==> src/hw/rtl/pffr_ram.sv <==
// pffr_ram: generic single write port, single read port memory with
// registered read data. No dependencies.
module pffr_ram #(
  parameter int WIDTH = 8,
  parameter int DEPTH = 64
) (
  input  logic                                    clk_i,
  input  logic                                    we_i,
  input  logic [((DEPTH > 1) ? $clog2(DEPTH) : 1)-1:0] waddr_i,
  input  logic [WIDTH-1:0]                        wdata_i,
  input  logic [((DEPTH > 1) ? $clog2(DEPTH) : 1)-1:0] raddr_i,
  output logic [WIDTH-1:0]                        rdata_o
);

  logic [WIDTH-1:0] mem_q [DEPTH];
  logic [WIDTH-1:0] rdata_q;

  always_ff @(posedge clk_i) begin
    if (we_i) begin
      mem_q[waddr_i] <= wdata_i;
    end
    rdata_q <= mem_q[raddr_i];
  end

  assign rdata_o = rdata_q;

endmodule
==> config.mk <==
export PLATFORM = sky130hd
export DESIGN_NAME = pffr_ram
export DESIGN_NICKNAME = d
export VERILOG_FILES = /design/src/hw/rtl/pffr_ram.sv
export SDC_FILE = /design/constraint.sdc
export NUM_CORES = 1
export LEC_CHECK = 0
export BUFFER_PORTS_ARGS = -buffer_cell sky130_fd_sc_hd__buf_2
export CORE_AREA = 2 2 257 233
export DETAILED_ROUTE_END_ITERATION = 7
export DIE_AREA = 0 0 259 235
export SYNTH_ARGS = -nofsm -noshare
export SYNTH_HDL_FRONTEND = slang
export SYNTH_SLANG_ARGS = --single-unit
export TNS_END_PERCENT = 50
==> constraint.sdc <==
create_clock -name clk_i -period 2.2 [get_ports clk_i]
set_input_delay 0.22 -clock clk_i [delete_from_list [all_inputs] [get_ports clk_i]]
set_output_delay 0.22 -clock clk_i [all_outputs]
set_load 0.03 [all_outputs]
==> results.json, run 1 <==
{
  "tritoncts": "done",
  "hold_start": "wdata_i[3]",
  "finalWirelength_um": 46600,
  "internal_power_mw": 16.1,
  "drv.max_cap_violation_count": 0,
  "worstHoldPathType": "in2reg",
  "beginning_of_the_critical_path": "mem_q[29][6]",
  "dieHeight_um": 235,
  "first_global_vias": 10200,
  "setup_viol": 0,
  "synthesis.area_per_instance_um2": 21.5,
  "ys_warn_count": 0,
  "cts_max_level": 2,
  "synth_cell_type_count": 40,
  "cts_root_buf": "sky130_fd_sc_hd__clkbuf_16",
  "route.detailed.wl_per_inst_um": 24.1,
  "clk_latency_ps": 590,
  "setup_tns_after_final_layout_ps": 0,
  "detailedPlacementHpwl_um": 30500,
  "finalHoldViolations": 0,
  "ys_async_sr_fraction_pct": 0,
  "power.leakage_nw": 7.66,
  "grt_start_max_net_pins": 65,
  "finalPower_mw": 20.4,
  "slew_headroom_pct": 51.3,
  "core_um2": 58100,
  "outcome": "complete, no violations",
  "share_comb_of_total_power_pct": 5.8,
  "finish.instance_area_um2": 23800,
  "antenna_left": 0,
  "postSynthNetCount": 962,
  "power.switching_mw": 4.33,
  "row_count": 84,
  "hold_slack_ps": 30.3,
  "critical_path.endpoint_type": "flip-flop",
  "grt_remaining_overflow": 0,
  "netlist_area_um2": 20200,
  "power.density_nw_per_um2": 855,
  "worstReg2RegStart": "mem_q[29][6]",
  "layout_worst_path_cycle_share_pct": 93.3,
  "seqCellArea_um2": 15500,
  "r2r_slack_ps": 150,
  "vdd.ir_drop.worst_mv": 0.546,
  "antennaDiodeCount": 0,
  "final_max_slew_viol_count": 0,
  "detail_route.iter0.violations": 1171,
  "multiInputGateArea_um2": 4320,
  "worst_path_cell_chain": "mux4_2 > mux2_2 > o221a_2 > nor3_1 > o32ai_1",
  "layout-area-overhead-vs-synth_pct": 18.2,
  "place_congestion": 0.793,
  "finish.utilization_pct": 41.0,
  "number_of_buffer_cells_added_on_primary_ports": 29,
  "grt_setup_unrepaired": "no",
  "slowest_cell_delay_on_critical_path_ps": 480,
  "sequentialPowerShare_pct": 54.0,
  "clkTransAtPathRegs_ps": 60,
  "dominantRegCellSynth": "sky130_fd_sc_hd__edfxtp_1",
  "fmaxAchievable_mhz": 487,
  "cts_repair_resize_count": 0,
  "grt_first_pass_wirelength_um": 69500,
  "final_period_minus_worst_setup_slack_ps": 2050,
  "width_of_the_die_um": 259,
  "viasPerCell": 5.16,
  "synth_seq_area_share_pct": 77.0,
  "postCtsSetupBuffers": 0,
  "critical_path.max_fanout": 1,
  "drt_first_pass_iters": 5,
  "detailed_place.area_um2": 22300,
  "worstSetupStartpointType": "flip-flop",
  "fin_worst_skew_ps": 8.36,
  "start_util_pct": 34.7,
  "final_layout_size_suffix_gt1_share_pct": 33.2,
  "grt_usage_pct": 15.5,
  "ctsLongestPathBuffers": 3,
  "critPathArrivalTime_ps": 2500,
  "synth_seq_cells": 520,
  "cts_num_sinks": 520,
  "count_of_flip_flops_with_a_built_in_enable_after_synthesis": 512,
  "grt_antenna_before_repair": 2,
  "number_of_fillers_in_the_final_layout": 5043,
  "syn_inst": 940,
  "cts_inserted_buffers": 53,
  "clock_power_share_pct": 40.3,
  "die_area_um2": 60900,
  "num_vias": 9961,
  "cts_hold_buffers": 0,
  "pin_count": 30,
  "worst-slew-pin-transition_ps": 731,
  "power.switching_fraction_pct": 21.2,
  "critical-path-slowest-cell": "sky130_fd_sc_hd__mux4_2",
  "required_ps": 2650,
  "final_nets": 1138,
  "worst_setup_path_class": "reg2reg",
  "drc": 0
}
[registers in the layout, indices dropped and copies added (netlist names)]
signal   flops
mem_q      512
rdata_o      8
[power by group through the flow]
stage	registers, mW	logic (mW)	clock network [mW]
after floorplan	11.2	0.584	0
after CTS	11.0	1.19	8.35
final	11.0	1.17	8.21
after global placement	11.2	1.16	0
after detailed placement	11.2	1.19	0
after global routing	11.0	1.25	8.75
[metal layers]
layer | wire, µm | GRT usage (%)
met5 | 13 | 0
met4 | 789 | 4.15
met3 | 2590 | 2.33
met2 | 21300 | 23.3
met1 | 21900 | 23.5
[worst max-delay path, delay by kind of cell (launching register included)]
family	cells	cell delay [ps]
AO/OA/AOI/OAI	2	420
AND/OR/NAND/NOR	1	380
flip-flops	1	360
multiplexers	2	760
[cell families after synthesis]
kind of cell | after synthesis | share of synthesized area (%)
AND/OR/NAND/NOR | 153 | 3.39
multiplexers | 162 | 15.9
AO/OA/AOI/OAI | 54 | 2.07
flip-flops | 520 | 77.0
buffers and inverters | 51 | 1.57
[cells in the mapped netlist, types with 3 or more instances]
cell | n | area share, %
sky130_fd_sc_hd__edfxtp_1 | 512 | 76
sky130_fd_sc_hd__mux4_2 | 126 | 14
sky130_fd_sc_hd__nor2_1 | 83 | 1.5
sky130_fd_sc_hd__mux2i_1 | 23 | 1.1
sky130_fd_sc_hd__nand2_1 | 19 | 0.35
sky130_fd_sc_hd__clkbuf_1 | 17 | 0.32
sky130_fd_sc_hd__nor2b_1 | 14 | 0.43
sky130_fd_sc_hd__buf_4 | 13 | 0.48
sky130_fd_sc_hd__mux2_2 | 13 | 0.73
sky130_fd_sc_hd__nand3_1 | 13 | 0.32
sky130_fd_sc_hd__buf_2 | 11 | 0.27
sky130_fd_sc_hd__dfxtp_1 | 8 | 0.79
sky130_fd_sc_hd__o221ai_1 | 8 | 0.35
sky130_fd_sc_hd__o22ai_1 | 8 | 0.25
sky130_fd_sc_hd__nand2b_1 | 7 | 0.22
sky130_fd_sc_hd__nor3_1 | 7 | 0.17
sky130_fd_sc_hd__a221oi_1 | 6 | 0.26
sky130_fd_sc_hd__a211oi_1 | 4 | 0.15
sky130_fd_sc_hd__buf_1 | 4 | 0.074
sky130_fd_sc_hd__buf_6 | 4 | 0.22
sky130_fd_sc_hd__a21oi_1 | 3 | 0.074
sky130_fd_sc_hd__a22oi_1 | 3 | 0.11
sky130_fd_sc_hd__nand3b_1 | 3 | 0.11
sky130_fd_sc_hd__o2111ai_1 | 3 | 0.13
sky130_fd_sc_hd__o2bb2ai_1 | 3 | 0.13
[layout make-up]
| type | count | share of cell area (%) |
|---|---|---|
| sequential | 520 | 65.2 |
| clock buffer | 67 | 5.91 |
| timing repair buffer | 172 | 6.06 |
| clock inverter | 29 | 0.651 |
| multi-input combinational | 369 | 18.1 |
| tap | 774 | 4.06 |
[cell usage in the layout (no fill, tap or decap), types with 3 or more instances in the layout]
cell type / count
sky130_fd_sc_hd__edfxtp_1: 512
sky130_fd_sc_hd__buf_4: 128
sky130_fd_sc_hd__mux4_2: 126
sky130_fd_sc_hd__nor2_1: 83
sky130_fd_sc_hd__clkbuf_16: 53
sky130_fd_sc_hd__buf_2: 26
sky130_fd_sc_hd__mux2i_1: 23
sky130_fd_sc_hd__nand2_1: 19
sky130_fd_sc_hd__buf_12: 17
sky130_fd_sc_hd__nor2b_1: 14
sky130_fd_sc_hd__clkinv_1: 14
sky130_fd_sc_hd__mux2_2: 13
sky130_fd_sc_hd__nand3_1: 13
sky130_fd_sc_hd__clkinv_2: 13
sky130_fd_sc_hd__clkbuf_1: 11
sky130_fd_sc_hd__o221ai_1: 8
sky130_fd_sc_hd__o22ai_1: 8
sky130_fd_sc_hd__dfxtp_1: 8
sky130_fd_sc_hd__nand2b_1: 7
sky130_fd_sc_hd__nor3_1: 7
sky130_fd_sc_hd__a221oi_1: 6
sky130_fd_sc_hd__a211oi_1: 4
sky130_fd_sc_hd__clkbuf_8: 4
sky130_fd_sc_hd__nand3b_1: 3
sky130_fd_sc_hd__a21oi_1: 3
sky130_fd_sc_hd__a22oi_1: 3
sky130_fd_sc_hd__o2111ai_1: 3
sky130_fd_sc_hd__o2bb2ai_1: 3
[stage by stage]
step                      setup WS, ps  std cells
after floorplan                    312        940
after global placement            -175       1835
after detailed placement          -195       1835
after CTS                          117       1931
after global routing               101       1931
final                              148       1931
[final timing paths]
| check | endpoint | cells past startpoint |
|---|---|---|
| min | mem_q[30][3] | 1 |
| min reg2reg | rdata_o[0] | 4 |
| max | rdata_o[6] | 5 |
| max reg2reg | rdata_o[6] | 5 |
(Power assumes the default switching activity.)
==> inputs of run 2 (changes only) <==
--- a/config.mk
+++ b/config.mk
@@ -7,6 +7,7 @@
 export LEC_CHECK = 0
+export ABC_AREA = 1
 export BUFFER_PORTS_ARGS = -buffer_cell sky130_fd_sc_hd__buf_2
-export CORE_AREA = 2 2 257 233
+export CORE_AREA = 2 2 264 240
 export DETAILED_ROUTE_END_ITERATION = 7
-export DIE_AREA = 0 0 259 235
+export DIE_AREA = 0 0 266 242
 export SYNTH_ARGS = -nofsm -noshare
==> constraint.sdc (replaced) <==
create_clock -name clk_i -period 2.2 [get_ports clk_i]
set_input_delay 0.33 -clock clk_i [delete_from_list [all_inputs] [get_ports clk_i]]
set_output_delay 0.33 -clock clk_i [all_outputs]
set_load 0.03 [all_outputs]
==> run 2 against run 1 <==
Against the previous run: clock skew rose by 6.7 ps; first-iteration DRC count is 42% higher; critical path depth shrank 4; highest routed layer unchanged; clock power rose by 7.7%; final area rose by 2.9%; utilization fell by 1.4 points.
==> results.json, run 2 <==
{
  "detail_route.iter0.violations": 1663,
  "critical-path-slowest-cell": "sky130_fd_sc_hd__dfxtp_1",
  "dieHeight_um": 242,
  "row_count": 87,
  "slew_headroom_pct": 46.8,
  "worst_path_cell_chain": "buf_2",
  "timing.reg2reg.worst_path_depth": 8,
  "number_of_buffer_cells_added_on_primary_ports": 29,
  "outcome": "complete, no violations",
  "worst-slew-pin-transition_ps": 798,
  "timing.critical_path.buf_inv": 1,
  "layout-area-overhead-vs-synth_pct": 14.8,
  "grt_first_pass_wirelength_um": 84800,
  "hold_end": "rdata_o[7]",
  "critical_path.endpoint_type": "primary output",
  "final_max_slew_viol_count": 0,
  "place_congestion": 0.846,
  "ctsLongestPathBuffers": 3,
  "worst_hold_path.num_cells": 3,
  "ys_top_cells_by_area": "sky130_fd_sc_hd__edfxtp_1 72%, sky130_fd_sc_hd__nand2_1 11%, sky130_fd_sc_hd__nand3_1 10%",
  "cts_repair_resize_count": 0,
  "cts_num_sinks": 520,
  "width_of_the_die_um": 266,
  "yosysMostFrequentCell": "sky130_fd_sc_hd__nand2_1",
  "viasPerCell": 5.12,
  "fin_worst_skew_ps": 15.0,
  "core_um2": 61800,
  "grt_remaining_overflow": 0,
  "detailedPlacementHpwl_um": 33200,
  "power.leakage_nw": 8.87,
  "kind_of_cell_adding_the_most_delay_to_the_critical_path": "flip-flops",
  "final_period_minus_worst_setup_slack_ps": 1600,
  "synthesis.area_per_instance_um2": 11.8,
  "cts_hold_buffers": 0,
  "final_common_cell": "sky130_fd_sc_hd__nand2_1",
  "postSynthNetCount": 1827,
  "worstReg2RegStart": "mem_q[55][5]",
  "finalHoldViolations": 0,
  "most-common-layout-cells": "648 x sky130_fd_sc_hd__nand2_1, 512 x sky130_fd_sc_hd__edfxtp_1, 439 x sky130_fd_sc_hd__nand3_1",
  "required_ps": 1870,
  "setup_tns_after_final_layout_ps": 0,
  "ys_warn_count": 0,
  "critical_path.max_fanout": 1,
  "drc": 0,
  "hold_start": "raddr_i[5]",
  "antenna_left": 0,
  "drt_first_pass_iters": 6,
  "synth_seq_cells": 520,
  "synth_top_cells_by_count": "648 x sky130_fd_sc_hd__nand2_1, 512 x sky130_fd_sc_hd__edfxtp_1, 439 x sky130_fd_sc_hd__nand3_1, 56 x sky130_fd_sc_hd__nor2_1, 37 x sky130_fd_sc_hd__buf_2",
  "power.density_nw_per_um2": 866,
  "count_of_flip_flops_with_a_built_in_enable_after_synthesis": 512,
  "route.detailed.wl_per_inst_um": 20.4,
  "final.setup.worst_slack_ps": 598,
  "hold_slack_ps": 157,
  "num_vias": 14000,
  "number_of_fillers_in_the_final_layout": 5841,
  "worstHoldPathType": "in2reg",
  "worst_setup_path_class": "reg2out",
  "r2r_slack_ps": 810,
  "cts_inserted_buffers": 53,
  "fmaxAchievable_mhz": 624,
  "grt_start_max_net_pins": 74,
  "syn_inst": 1805,
  "grt_setup_unrepaired": "no",
  "final_nets": 1912,
  "worstSetupStartpointType": "flip-flop",
  "cts_max_level": 2,
  "vdd.ir_drop.worst_mv": 0.567,
  "slowest_cell_delay_on_critical_path_ps": 430,
  "pin_count": 30,
  "grt_usage_pct": 17.3,
  "largest_register_ffs": 512,
  "layout_worst_path_cycle_share_pct": 72.8,
  "finalPower_mw": 21.2,
  "cell_accounting_for_the_most_synthesized_area": "sky130_fd_sc_hd__edfxtp_1",
  "yosys.area.top_type_share_pct": 72.0,
  "tritoncts": "done",
  "synth_cell_type_count": 16,
  "max_flop_register": "mem_q",
  "drv.max_cap_violation_count": 0,
  "dominantRegCellSynth": "sky130_fd_sc_hd__edfxtp_1",
  "postCtsSetupBuffers": 0,
  "start_util_pct": 34.5,
  "cts_root_buf": "sky130_fd_sc_hd__clkbuf_16",
  "finalWirelength_um": 55700,
  "clk_latency_ps": 610,
  "final_layout_size_suffix_gt1_share_pct": 11.3,
  "grt_antenna_before_repair": 6,
  "clkTransAtPathRegs_ps": 60,
  "setup_viol": 0,
  "setup_slack_at_placement_ps": 239,
  "critPathArrivalTime_ps": 1270,
  "ys_async_sr_fraction_pct": 0,
  "netlist_area_um2": 21300,
  "first_global_vias": 13700,
  "synth_seq_area_share_pct": 72.8,
  "rr_endpoint": "rdata_o[5]",
  "die_area_um2": 64400
}
==> run 2: final cells by class <==
class | instances | area [µm²] | share of cell area [%]
Multi-Input combinational cell | 1160 | 4950 | 20.2
Tap cell | 801 | 1000 | 4.09
Clock buffer | 63 | 1410 | 5.74
Timing Repair Buffer | 143 | 1270 | 5.19
Clock inverter | 35 | 290 | 1.18
Sequential cell | 520 | 15500 | 63.4
Inverter | 12 | 52.6 | 0.214
Antenna cell | 1 | 2.50 | 0.0102
==> run 2: kinds of logic after synthesis <==
logic type    share of synthesized area (%)
simple gates                           23.2
flops                                  72.8
buf+inv                                4.02
==> run 2: worst max-delay path by stage <==
stage          slack, ps  startpoint  cells after the start            to
5_1_grt              580  rdata_o[3]                      1    rdata_o[3]
6_report             600  rdata_o[0]                      1    rdata_o[0]
3_3_place_gp         250  raddr_i[1]                      9    rdata_o[2]
2_1_floorplan        100        we_i                      3  mem_q[48][0]
3_5_place_dp         240  waddr_i[2]                      5  mem_q[59][7]
4_1_cts              580  rdata_o[3]                      1    rdata_o[3]
==> run 2: per-stage QoR <==
step                      util [%]  instances  instance area (µm²)
after floorplan                  -       1805                21300
after global placement        36.9       2636                22800
after detailed placement      36.9       2636                22800
after CTS                     39.6       2734                24500
after global routing          39.6       2735                24500
final                         39.6       2735                24500
==> run 2: metal layers <==
layer | vias to the layer above | wire, µm | global-route usage (%)
li1 | 6520 | - | -
met1 | 6828 | 24300 | 24.6
met2 | 533 | 25600 | 26.8
met3 | 104 | 4430 | 3.53
met4 | 10 | 1370 | 4.66
met5 | - | 56 | 0
==> run 2: power breakdown <==
group	internal, mW	switching (mW)	total (mW)
clock	5.12	3.72	8.84
combinational	0.369	1.01	1.38
sequential	11.0	0.0386	11.0
==> inputs of run 3 (changes only) <==
clock period = 1.5 ns   (was 2.2 ns; I/O delays follow)
==> run 3 against run 2 <==
Against the previous run: combinational power up 66%; sequential power up 46%; die area unchanged; highest routed layer unchanged; final area up 4.3%; utilization up 1.7 points; clock skew up 5.6 ps; total power up 49%; sequential cell count unchanged; sequential share of layout area down 2.6 points.
==> results.json, run 3 (synthesis gave the netlist of run 2 again) <==
{
  "outcome": "complete, no violations",
  "setup_viol": 0,
  "largest_register_ffs": 512,
  "route.detailed.wl_per_inst_um": 19.5,
  "place_congestion": 0.865,
  "ctsLongestPathBuffers": 3,
  "grt_setup_unrepaired": "no",
  "critical_path.max_fanout": 1,
  "antenna_left": 0,
  "most-common-layout-cells": "648 x sky130_fd_sc_hd__nand2_1, 512 x sky130_fd_sc_hd__edfxtp_1, 439 x sky130_fd_sc_hd__nand3_1",
  "grt_antenna_before_repair": 1,
  "multiInputGateArea_um2": 5100,
  "sequentialPowerShare_pct": 50.9,
  "critical-path-slowest-cell": "sky130_fd_sc_hd__dfxtp_1",
  "row_count": 87,
  "final_period_minus_worst_setup_slack_ps": 1460,
  "core_um2": 61800,
  "finalPower_mw": 31.7,
  "number_of_fillers_in_the_final_layout": 5775,
  "grt_usage_pct": 17.0,
  "required_ps": 1270,
  "grt_first_pass_wirelength_um": 83300,
  "start_util_pct": 34.5,
  "kind_of_cell_adding_the_most_delay_to_the_critical_path": "flip-flops",
  "cts_root_buf": "sky130_fd_sc_hd__clkbuf_16",
  "power.leakage_nw": 9.30,
  "fin_worst_skew_ps": 20.7,
  "first_global_vias": 13700,
  "beginning_of_the_critical_path": "rdata_o[2]",
  "worst-slew-pin-transition_ps": 797,
  "cts_max_level": 2,
  "pin_count": 30,
  "num_vias": 14200,
  "detail_route.iter0.violations": 1351,
  "tritoncts": "done",
  "final_common_cell": "sky130_fd_sc_hd__nand2_1",
  "detailedPlacementHpwl_um": 33800,
  "grt_start_max_net_pins": 65,
  "worst_path_cell_chain": "buf_4",
  "slowest_cell_delay_on_critical_path_ps": 430,
  "critPathArrivalTime_ps": 1240,
  "final_cell_count_no_fill": 2797,
  "grt_remaining_overflow": 0,
  "hold_start": "raddr_i[4]",
  "viasPerCell": 5.06,
  "clock_power_share_pct": 41.9,
  "power.switching_mw": 7.21,
  "clkTransAtPathRegs_ps": 60,
  "share_comb_of_total_power_pct": 7.2,
  "final_max_slew_viol_count": 0,
  "layout_worst_path_cycle_share_pct": 97.6,
  "drv.max_cap_violation_count": 0,
  "seqCellArea_um2": 15500,
  "drt_first_pass_iters": 5,
  "max_flop_register": "mem_q",
  "drc": 0,
  "finalHoldViolations": 0,
  "dieHeight_um": 242,
  "layout-area-overhead-vs-synth_pct": 19.7,
  "worstSetupStartpointType": "flip-flop",
  "internal_power_mw": 24.5,
  "power.switching_fraction_pct": 22.7,
  "clk_latency_ps": 610,
  "worst_setup_path_class": "reg2out",
  "vdd.ir_drop.worst_mv": 0.829,
  "die_area_um2": 64400,
  "final_nets": 1971,
  "power.density_nw_per_um2": 1240,
  "timing.critical_path.buf_inv": 1,
  "numPlacedInstances": 2691,
  "finish.utilization_pct": 41.3,
  "number_of_buffer_cells_added_on_primary_ports": 29,
  "fmaxAchievable_mhz": 683,
  "postCtsSetupBuffers": 0,
  "final_layout_size_suffix_gt1_share_pct": 15.7,
  "cts_inserted_buffers": 56,
  "cts_num_sinks": 520,
  "antennaDiodeCount": 0,
  "slew_headroom_pct": 46.7,
  "finalWirelength_um": 54600,
  "worstHoldPathType": "in2reg",
  "worstReg2RegStart": "mem_q[49][4]",
  "width_of_the_die_um": 266,
  "critical_path.endpoint_type": "primary output"
}
run 3: cell count changes in the layout (fill, tap and decap cells not counted), moves of 4 or more:
cell / change
sky130_fd_sc_hd__nor2_4: +8
sky130_fd_sc_hd__buf_4: +30
sky130_fd_sc_hd__nor2_1: -18
sky130_fd_sc_hd__nor2_2: +10
sky130_fd_sc_hd__nor4_2: +6
sky130_fd_sc_hd__clkinv_2: +4
sky130_fd_sc_hd__buf_12: +29
sky130_fd_sc_hd__buf_2: -4
sky130_fd_sc_hd__nor4_1: -8
run 3: final cells by class:
class                           instances  share of cell area (%)
Sequential cell                       520                    60.8
Multi-Input combinational cell       1160                    20.0
Timing Repair Buffer                  199                    8.09
Clock buffer                           62                    5.57
Tap cell                              801                    3.92
Clock inverter                         43                    1.36
Inverter                               12                   0.279
run 3: routing by layer:
metal,wire (µm),up-vias,GRT usage (%),part of all wire [%]
li1,-,6644,-,-
met1,24500,6976,24.2,45
met5,18,-,0,0.033
met2,25100,443,26.7,46
met3,3680,88,2.76,6.7
met4,1270,2,5.07,2.3
run 3: repair_timing:
item | 4_1_cts | 5_1_grt
hold buffers | 1 | 0
endpoints found under the hold margin | 2 | 0
resized for setup | 5 | 1
pin swaps | 0 | 0
endpoints found under the setup margin | 4 | 1
run 3: power groups by stage:
| stage | clock, mW | combinational (mW) | sequential [mW] |
|---|---|---|---|
| after floorplan | 0 | 1.18 | 16.5 |
| after global placement | 0 | 2.26 | 16.4 |
| after detailed placement | 0 | 2.28 | 16.4 |
| after CTS | 13.5 | 2.30 | 16.1 |
| after global routing | 14.1 | 2.49 | 16.1 |
| final | 13.3 | 2.29 | 16.1 |
run 3: worst paths after layout:
path / slack, ps / cells after the start / endpoint
max: 40 / 1 / rdata_o[2]
min: 70 / 4 / rdata_o[6]
max reg2reg: 130 / 8 / rdata_o[4]
min reg2reg: 840 / 8 / rdata_o[6]
run 3: stage by stage:
| step | TNS [ps] | hold WS [ps] | setup WS (ps) | cell area (µm²) |
|---|---|---|---|---|
| detailed placement | -41750 | 608 | -262 | 23800 |
| global route | 0 | 80.6 | 9.91 | 25500 |
| CTS | 0 | 36.8 | 1.97 | 25500 |
| global placement | -29550 | 607 | -243 | 23800 |
| floorplan | -44070 | 324 | -278 | 21600 |
| finish | 0 | 69.3 | 36.7 | 25500 |
